**config.mk**
```make
export PLATFORM = sky130hd
export DESIGN_NAME = cld_mul
export DESIGN_NICKNAME = d
export VERILOG_FILES = /design/src/rtl/core/cld_pkg.sv /design/src/rtl/core/cld_mul.sv
export SDC_FILE = /design/constraint.sdc
export NUM_CORES = 1
export LEC_CHECK = 0
export ABC_CLOCK_PERIOD_IN_PS = 11970
export BUFFER_PORTS_ARGS = -buffer_cell sky130_fd_sc_hd__buf_2
export CAP_MARGIN = 15
export CORE_AREA = 2 2 166 168
export DETAILED_ROUTE_END_ITERATION = 10
export DIE_AREA = 0 0 168 170
export PLACE_DENSITY_LB_ADDON = 0.25
export SLEW_MARGIN = 20
export SYNTH_ARGS = -nofsm -noshare
export SYNTH_HDL_FRONTEND = slang
export SYNTH_SLANG_ARGS = --single-unit
```
**constraint.sdc**
```tcl
create_clock -name clk -period 11.97 [get_ports clk]
set_input_delay 3.591 -clock clk [delete_from_list [all_inputs] [get_ports clk]]
set_output_delay 3.591 -clock clk [all_outputs]
set_load 0.02 [all_outputs]
```
**src/rtl/core/cld_pkg.sv**
```systemverilog
package cld_pkg;

  // register index width and register map
  localparam int CFG_IDX_W = 2;

  localparam logic [CFG_IDX_W-1:0] CFG_BROADCAST_LOC   = 2'd0;
  localparam logic [CFG_IDX_W-1:0] CFG_FIXED_LOC       = 2'd1;
  localparam logic [CFG_IDX_W-1:0] CFG_BROADCAST_SCALE = 2'd2;
  localparam logic [CFG_IDX_W-1:0] CFG_FIXED_SCALE     = 2'd3;

  // multiplier partial-product chunk
  localparam int MUL_CHUNK = 16;

endpackage

```
**src/rtl/core/cld_mul.sv**
```systemverilog
module cld_mul #(
  parameter int AW = 16,
  parameter int BW = 16
) (
  input  logic             clk,
  input  logic             en,
  input  logic [AW-1:0]    a,
  input  logic [BW-1:0]    b,
  output logic [AW+BW-1:0] p
);
  import cld_pkg::*;

  localparam int CW = MUL_CHUNK;
  localparam int NC = (BW + CW - 1) / CW;
  localparam int SW = AW + NC * CW;

  logic [NC*CW-1:0] bx;
  logic [AW+CW-1:0] pp [NC];
  logic [SW-1:0]    acc;

  assign bx = (NC*CW)'(b);

  // stage 1: one partial product per chunk of b
  always_ff @(posedge clk) begin
    if (en) begin
      for (int i = 0; i < NC; i++) begin
        pp[i] <= (AW+CW)'(a) * (AW+CW)'(bx[i*CW +: CW]);
      end
    end
  end

  always_comb begin
    acc = '0;
    for (int i = 0; i < NC; i++) begin
      acc = acc + (SW'(pp[i]) << (i * CW));
    end
  end

  // stage 2: partial-product sum
  always_ff @(posedge clk) begin
    if (en) begin
      p <= (AW+BW)'(acc);
    end
  end
endmodule

```
# Word level (Yosys, flattened, before mapping)
# Memories as Yosys holds them, arrays and structs flattened. A register that Yosys moved wholly into a read port is not among the register bits.
# Cells that the tools add are included.
classes:
  n_mul: 1
  n_mux: 2
ops:
  columns: ["cell", "count"]
  rows:
  - ["16-bit by 16-bit multiplier with 32-bit output", 1]
  - ["1-bit two-way mux", 2]
totals:
  ram_bits: 32
  reg_bits: 0
  word_cells: 4
  n_memories: 1
  out_inout_bits: 32
  in_bits: 34
memory_table:
  columns: ["name", "words", "word_bits", "rd", "rd_clocked_by_memory_dff", "write_ports", "line", "source"]
  rows:
  - ["pp", 1, 32, 1, 1, 1, "cld_mul.sv:18", "logic [AW+CW-1:0] pp [NC];"]

# Longest topological paths before layout
# Gate-level depths: netlist of run 1.
logic_depth:
  word_depth: 2
  mapped_depth: 22
  mapped_depth_nobuf: 20

# Least setup slack after synthesis of run 1
# No wires, ideal clock.
synth_timing:
  path_kind: "input to register"
  start: "input port b[7]"
  end: "memory pp[0][27] (netlist bit), data pin"
  cell_stages: 22
  path_buffers: 2
  arrival_time_ns: 8.651
  required_time_ns: 11.705
  setup_ns: 0.265
  setup_slack_ns: 3.055
  path_cell_list: "clkbuf_1 nand2_1 fa_1 inv_1 fa_1 inv_1 fa_1 inv_1 fa_1 fa_1 inv_1 fa_1 inv_1 ha_1 buf_6 o21a_1 o211a_1 o21ai_2 a31oi_4 o41ai_4 o21ai_1 xor2_1"
synth_between:
  elab_chain_len: 1
synth_rtl:
  columns: ["element", "line", "source"]
  rows:
  - ["start, declared", "cld_mul.sv:8", "input logic [BW-1:0] b,"]
  - ["16-bit by 16-bit multiplier with 32-bit output", "cld_mul.sv:27", "pp[i] <= (AW+CW)'(a) * (AW+CW)'(bx[i*CW +: CW]);"]
  - ["end, declared", "cld_mul.sv:18", null]
# No other way between the ends.

# Final worst setup path of run 1
layout_timing:
  start: "input port a[7]"
  end: "memory pp[0][27] (netlist bit), data pin"
layout_between:
  elab_chain_len: 1
layout_rtl:
  columns: ["element", "line", "source"]
  rows:
  - ["start, declared", "cld_mul.sv:7", "input logic [AW-1:0] a,"]
  - ["16-bit by 16-bit multiplier with 32-bit output", "cld_mul.sv:27", null]
# No other way between the ends.

==> reports/results.txt, run 1 <==
CP endpoint -> pp[0][27]$_DFFE_PP_
Post-CTS Setup Repair Bufs -> 0
Hold Vio Cnt, Final -> 0
Tcrit/Tclk final -> 74.6%
Post-synth EDFFs -> 64
I/O pins -> 66
Area Growth Syn to Fin -> 8.67%
Minimum hold slack -> 417 ps
Fin area -> 11400 sq um
Clock skew -> 5.08 ps
Cells after Synth -> 1048
DRT iter0 DRCs -> 315
Worst EP arrival -> 8990 ps
Max Slew Vio Count -> 0
Hold Buf Count CTS -> 0
Multi-input logic area -> 7610 sq um
Post-synth ARST share -> 0%
Largest net degree at the start of global routing -> 65
Post-synthesis cell area -> 10500 sq um
Setup violations, final -> 0
Row cnt -> 60
Element type at the critical path end -> flip-flop
Peak Freq -> 0.112 GHz
Synth area leaders -> fa_1 37%, edfxtp_1 18%, ha_1 12%
Clock-pin slew on the worst setup and hold paths -> 50 ps
Status -> finished, final reports clean
Synthesis Warnings -> 0
Grt total ovfl -> 0
Seq. cell area -> 1920 sq um
Sink Count -> 64
Largest fanout on the critical path -> 16
Post-CTS resize count -> 0
#FFs+latches synth -> 64
H-tree depth -> 3
Die ar. -> 28600 sq um
Syn Area/Cell -> 10.0 sq um
Seq/Total Area, Yosys -> 18.3%
Die Y -> 170 um
Gpl congestion -> 0.852
Cts bufs inserted -> 9
Clock Tree Buf Depth -> 2
CP Launch Type -> input port
Cell count of the worst reg-to-reg path -> 0
Root buffer cell -> clkbuf_16
Worst Path Required -> 12040 ps
Reg2reg start -> pp[0][28]$_DFFE_PP_
Gr usage total -> 17.6%
Via count -> 7181
Antenna-violating nets left -> 0
Die X-Extent -> 168 um
Core ar. -> 26700 sq um
Setup TNS -> 0 ps
Area fraction of the dominant cell type after synthesis -> 36.9%
Max-cap viol count -> 0
Critical path class -> in -> reg
Fillers -> 2647
Drt via density -> 5.01
Yosys top cell by area -> fa_1
WL final -> 23900 um
Flop-to-flop setup slack -> 11300 ps
Initial core utilization -> 39.5%
Placed Instance Area -> 11100 sq um
Syn_nets -> 1380
Clock Latency Late Sink -> 320 ps
Worst setup path start -> a[7]
Period minus WS final -> 8930 ps
CTS tree -> built
Share of post-route cells with drive strength above 1 -> 8.70%
Worst slew pin tran -> 818 ps
Hold Path Class -> reg -> reg
# DRC -> 0
First-pass GRT wire length -> 39100 um
FF-to-FF End -> p[28]$_DFFE_PP_
RSZ-0062 raised after global routing -> false
Slew margin rel. -> 45.4%
PortBufs -> 65
Routed WL per cell -> 16.7 um
Utilization after layout -> 42.9%
Detailed placement HPWL -> 18700 um
Initial antenna violation count -> 0
Pre-Repair DR Iteration Count -> 5
Predominant post-synthesis flop cell -> edfxtp_1
Antenna cells -> 0
# nets final -> 1420
Synth unique cells -> 49
Number of global-route vias before repair -> 7603
## how the worst min path moves through the flow
stage | from | to | cells after the start
global placement | pp[0][0]$_DFFE_PP_ | p[0]$_DFFE_PP_ | 0
floorplan | pp[0][0]$_DFFE_PP_ | p[0]$_DFFE_PP_ | 0
global route | pp[0][7]$_DFFE_PP_ | p[7]$_DFFE_PP_ | 0
finish | pp[0][7]$_DFFE_PP_ | p[7]$_DFFE_PP_ | 0
detailed placement | pp[0][23]$_DFFE_PP_ | p[23]$_DFFE_PP_ | 0
CTS | pp[0][7]$_DFFE_PP_ | p[7]$_DFFE_PP_ | 0
## synth_stat cells, drive strengths merged, types with 7 or more instances
cell type,count
o21ai,19
nand2,145
ha,104
clkbuf,34
inv,224
fa,194
nor2,12
xor2,7
edfxtp,64
nand3,11
xnor2,19
and2,125
a21oi,23
a21o,17
## metrics by stage
stage                     instances  setup slack (ps)
after floorplan                1048              3050
after global placement         1418              2710
after global routing           1433              2780
final                          1433              3040
after CTS                      1433              3010
after detailed placement       1418              2680
## registers in the layout, indices dropped and copies added, names as in the netlist
signal,cells
p,32
pp,32
## cell usage in the layout (no fill, tap or decap), types with 4 or more instances in the layout
cell / netlist / layout
a21o_1: 17 / 17
a21oi_1: 22 / 22
and2_1: 125 / 125
buf_2: 2 / 65
clkbuf_16: 0 / 9
edfxtp_1: 64 / 64
fa_1: 194 / 194
ha_1: 104 / 104
inv_1: 224 / 224
nand2_1: 145 / 145
nand3_1: 10 / 10
nand4_1: 4 / 4
nor2_1: 12 / 12
nor3_1: 4 / 4
o21a_1: 4 / 4
o21ai_0: 13 / 13
xnor2_1: 19 / 19
xor2_1: 7 / 7
## layer usage
metal / share of wire [%] / vias to the layer above / track usage [%]
met5: 0 / - / 0
met4: 1.9 / 0 / 4.46
met3: 3.6 / 24 / 2.07
met2: 52 / 145 / 31.4
met1: 43 / 3711 / 22.7
li1: - / 3301 / -
## critical path, cell delays in order
cell and delay [ps]:
buf_2 340, nand2_1 140, fa_1 560, inv_1 50, fa_1 500, inv_1 60, fa_1 520, inv_1 50
fa_1 390, fa_1 510, inv_1 50, fa_1 470, inv_1 40, ha_1 370, o21a_1 250, o211a_1 230
o21ai_2 170, a31oi_4 70, o41ai_4 330, o21ai_1 140, xor2_1 150
## cell type report
cell class	instances	area share, %
Tap cell	341	3.73
Timing Repair Buffer	66	2.91
Clock buffer	10	2.00
Multi-Input combinational cell	723	66.6
Sequential cell	64	16.8
Clock inverter	5	0.635
Inverter	224	7.35
## kinds of logic after synthesis
| family | synth area share (%) |
|---|---|
| xor gates and xnor gates | 2.16 |
| and+or+nand+nor | 14.5 |
| muxes | 0.0951 |
| DFF | 18.3 |
| adders and majority gates | 49.3 |
| buffers and inverters | 9.40 |
| AOI/OAI and AO/OA | 6.28 |
Power of run 1 is not shown: default switching activity piles up to over one toggle a cycle in this logic, so the estimate is an artifact.
==> run 2: changes to the inputs <==
- ABC_CLOCK_PERIOD_IN_PS: 11970 -> 7230
- clock period: 11.97 -> 7.23 ns (I/O delays scaled with it)
==> run 2 against run 1 <==
Die area unchanged. Final cell count increased by 9.8%. Cell area increased by 14%. Clock-buffer cell count decreased by 1. Routed wire length increased by 3.2%. Worst setup slack got worse by 3000 ps. Register-to-register slack got worse by 4700 ps. Clock skew decreased by 2.8 ps. Flip-flop and latch count unchanged. Critical path depth unchanged. Worst hold slack got worse by 2.3 ps. Sequential share of layout area decreased by 2.1 points. Largest cell class unchanged. Highest routed layer unchanged.
==> reports/results.txt, run 2 (synthesis results as in run 1) <==
Status -> finished, final reports clean
PortBufs -> 65
Met1 Usage GRT -> 22.4%
Die X-Extent -> 168 um
Element type at the critical path end -> flip-flop
Top flop regs -> p: 32 flops, pp: 32 flops
Die ar. -> 28600 sq um
Max Slew Vio Count -> 0
Post-Layout Cell Count -> 1574
Initial core utilization -> 39.5%
Core ar. -> 26700 sq um
Place WS -> -475 ps
GRT Max-Usage Layer -> met2
Number of global-route vias before repair -> 8081
Period minus WS final -> 7220 ps
Met2 usage -> 33.0%
Clock skew -> 2.24 ps
H-tree depth -> 3
CP bufs+invs -> 6
Peak Freq -> 0.138 GHz
Worst slew pin tran -> 798 ps
Grt total ovfl -> 0
Cell count of the worst reg-to-reg path -> 0
WL final -> 24700 um
Pre-Repair DR Iteration Count -> 5
Area Growth Syn to Fin -> 23.8%
Via count -> 7679
Worst Path Required -> 7310 ps
Cts bufs inserted -> 9
Largest net degree at the start of global routing -> 65
Gpl congestion -> 0.874
Clock Latency Late Sink -> 330 ps
RSZ-0062 raised after global routing -> true
First-pass GRT wire length -> 40300 um
Worst EP arrival -> 7300 ps
Hold Path Class -> reg -> reg
Critical path class -> in -> reg
Utilization after layout -> 48.9%
Slew margin rel. -> 46.8%
Commonest cells after routing, fill and taps aside -> 211 x inv_1, 183 x fa_1, 144 x nand2_1
Setup violations, final -> 0
Worst path slowest cell -> fa_1
Critical Path Max Stage Delay -> 540 ps
Met3 GRT Util -> 2.49%
Hold Vio Cnt, Final -> 0
Antenna-violating nets left -> 0
Tcrit/Tclk final -> 99.9%
Share of post-route cells with drive strength above 1 -> 24.8%
Gr usage total -> 17.9%
Hold Buf Count CTS -> 0
Largest fanout on the critical path -> 4
Die Y -> 170 um
Row cnt -> 60
Detailed placement HPWL -> 21200 um
# nets final -> 1561
Worst path cell trace -> buf_12, buf_6, and2_4, fa_1, inv_2, fa_1, inv_2, fa_1, fa_1, fa_1, inv_2, fa_1, inv_2, ha_4, o21a_1, o211a_1, o21ai_2, a31oi_4, o41ai_4, o21ai_1, xor2_1
I/O pins -> 66
Drt via density -> 4.88
Critical path's top delay family -> adder cells
Antenna cells -> 0
CTS tree -> built
WHS Path Cells -> 0
Max-cap viol count -> 0
Routed WL per cell -> 15.7 um
CP Launch Type -> input port
DRT iter0 DRCs -> 386
Top cell by count, worst path -> fa_1
Root buffer cell -> clkbuf_16
Clock-pin slew on the worst setup and hold paths -> 50 ps
Placed Cells -> 1551
Sink Count -> 64
Worst path depth -> 21
Clock Tree Buf Depth -> 2
Setup ws final -> 6.18 ps
Initial antenna violation count -> 0
# DRC -> 0
Commonest non-fill, non-tap cell in the layout -> inv_1
-- run 2: changes by cell type in the layout (fill, tap and decap cells not counted), sizes merged --
cell / delta
buf: +136
bufinv: -1
clkbuf: +4
clkinv: +1
clkinvlp: +1
-- run 2: worst paths after layout --
check	end	slack, ps	start
worst min-delay path	p[21]$_DFFE_PP_	420	pp[0][21]$_DFFE_PP_
worst max-delay path	pp[0][27]$_DFFE_PP_	6	a[10]
worst min register to register	p[21]$_DFFE_PP_	420	pp[0][21]$_DFFE_PP_
worst max register to register	p[30]$_DFFE_PP_	6580	pp[0][30]$_DFFE_PP_
-- run 2: layout make-up --
class	instances	area, sq um
Sequential cell	64	1920
Tap cell	341	427
Inverter	224	841
Clock inverter	6	61.3
Fill cell	2498	13600
Timing Repair Buffer	207	1620
Clock buffer	9	225
Multi-Input combinational cell	723	7940
-- run 2: per-layer routing --
layer	part of all wire [%]	up-vias
met4	1.6	0
met5	0	-
li1	-	3586
met2	53	140
met1	42	3921
met3	3.3	32
-- run 2: what timing repair did --
action                                  4_1_cts  5_1_grt
resized for setup                            11      128
endpoints found under the setup margin        8       15
gates cloned                                  0        1
setup buffers                                 0        7
pin swaps                                     9       53
-- run 2: through the flow --
step | hold WS [ps] | cell area, sq um | setup TNS [ps]
floorplan | 400 | 10600 | -423
global placement | 402 | 12200 | -4760
detailed placement | 405 | 12200 | -5470
CTS | 417 | 12500 | 0
global route | 419 | 13000 | -548
finish | 415 | 13000 | 0
Power of run 2 is left out for the same reason.
==> run 3: changes to the inputs <==
- ABC_CLOCK_PERIOD_IN_PS: 7230 -> 8400
- clock period: 7.23 -> 8.4 ns (I/O delays scaled with it)
==> run 3 against run 2 <==
Routed wire length fell by 3.4%. Clock skew rose by 0.87 ps. Worst hold slack got worse by 1.8 ps.
==> reports/results.txt, run 3 (synthesis results as in run 1) <==
Sink Count -> 64
RSZ-0062 raised after global routing -> false
Top cell by count, worst path -> fa_1
Post-CTS Setup Repair Bufs -> 0
Gpl congestion -> 0.836
WL final -> 23800 um
Gr usage total -> 17.6%
First-pass GRT wire length -> 39700 um
Die ar. -> 28600 sq um
CTS tree -> built
Placed Cells -> 1424
Worst path cell trace -> buf_2, nand2_1, fa_1, inv_1, fa_1, inv_1, fa_1, inv_1, fa_1, fa_1, inv_1, fa_1, inv_1, ha_1, o21a_1, o211a_1, o21ai_2, a31oi_4, o41ai_4, o21ai_1, xor2_1
Cts bufs inserted -> 9
Critical Path Max Stage Delay -> 560 ps
Initial antenna violation count -> 0
Die Y -> 170 um
Peak Freq -> 0.127 GHz
Antenna-violating nets left -> 0
Drt via density -> 5.02
Root buffer cell -> clkbuf_16
# DRC -> 0
Post-CTS resize count -> 0
Largest fanout on the critical path -> 16
Routed WL per cell -> 16.6 um
Hold Path Class -> reg -> reg
Fillers -> 2596
Seq. cell area -> 1920 sq um
Clock skew -> 3.11 ps
Pre-Repair DR Iteration Count -> 5
Worst EP arrival -> 7940 ps
Setup TNS -> 0 ps
Period minus WS final -> 7880 ps
Tcrit/Tclk final -> 93.8%
Grt total ovfl -> 0
I/O pins -> 66
Element type at the critical path end -> flip-flop
Share of post-route cells with drive strength above 1 -> 9.21%
Clock Latency Late Sink -> 320 ps
Clock-pin slew on the worst setup and hold paths -> 50 ps
Hold Buf Count CTS -> 0
Worst Path Required -> 8460 ps
Slew margin rel. -> 46.0%
Largest net degree at the start of global routing -> 65
Detailed placement HPWL -> 18700 um
CP Launch Type -> input port
Max Slew Vio Count -> 0
# nets final -> 1426
Worst slew pin tran -> 810 ps
Core ar. -> 26700 sq um
Area Growth Syn to Fin -> 8.84%
PortBufs -> 65
Critical path class -> in -> reg
Commonest non-fill, non-tap cell in the layout -> inv_1
Worst path slowest cell -> fa_1
Top flop regs -> p: 32 flops, pp: 32 flops
Number of global-route vias before repair -> 7844
Via count -> 7212
Commonest cells after routing, fill and taps aside -> 224 x inv_1, 194 x fa_1, 145 x nand2_1
Initial core utilization -> 39.5%
Max-cap viol count -> 0
Row cnt -> 60
Utilization after layout -> 43.0%
Multi-input logic area -> 7610 sq um
Hold Vio Cnt, Final -> 0
Post-Layout Cell Count -> 1438
Status -> finished, final reports clean
DRT iter0 DRCs -> 423
H-tree depth -> 3
Antenna cells -> 0
Die X-Extent -> 168 um
Setup violations, final -> 0
Clock Tree Buf Depth -> 2
[run 3: cell count changes in the layout (fill, tap and decap cells not counted), moves of 12 or more]
cell | before | now
inv_2 | 13 | 0
buf_2 | 44 | 65
buf_6 | 19 | 0
and2_4 | 12 | 0
and2_1 | 113 | 125
inv_1 | 211 | 224
buf_4 | 132 | 7
[run 3: per-stage QoR]
| step | setup slack [ps] | hold slack (ps) | cell area [sq um] |
|---|---|---|---|
| 3_5_place_dp | 185 | 405 | 11200 |
| 5_1_grt | 236 | 417 | 11500 |
| 2_1_floorplan | 556 | 400 | 10500 |
| 6_report | 523 | 413 | 11500 |
| 3_3_place_gp | 190 | 401 | 11200 |
| 4_1_cts | 522 | 415 | 11500 |
[run 3: layer usage]
layer,track usage (%),vias up,wire (um)
met5,0,-,0
met4,3.44,0,341
met3,2.44,27,934
met2,32.3,164,12600
met1,22.3,3708,9980
li1,-,3313,-
[run 3: final timing paths]
path                       start                  end  slack [ps]  cells past startpoint
min          pp[0][10]$_DFFE_PP_      p[10]$_DFFE_PP_         410                      0
max                         a[7]  pp[0][27]$_DFFE_PP_         520                     21
max reg2reg  pp[0][30]$_DFFE_PP_      p[30]$_DFFE_PP_        7740                      0
min reg2reg  pp[0][10]$_DFFE_PP_      p[10]$_DFFE_PP_         410                      0
[run 3: worst max-delay path: cells and delay by family]
family | cells | cell delay (ps)
fa+ha+maj | 7 | 3340
buf+inv | 6 | 570
compound gates | 6 | 1210
xor+xnor | 1 | 160
simple gates | 1 | 140
[run 3: area by class of cell]
| cell class | count | share of cell area [%] |
|---|---|---|
| Multi-Input combinational cell | 723 | 66.5 |
| Sequential cell | 64 | 16.8 |
| Inverter | 224 | 7.34 |
| Tap cell | 341 | 3.72 |
| Timing Repair Buffer | 72 | 3.30 |
| Clock buffer | 9 | 1.97 |
| Clock inverter | 5 | 0.437 |
Power of run 3 is left out for the same reason.
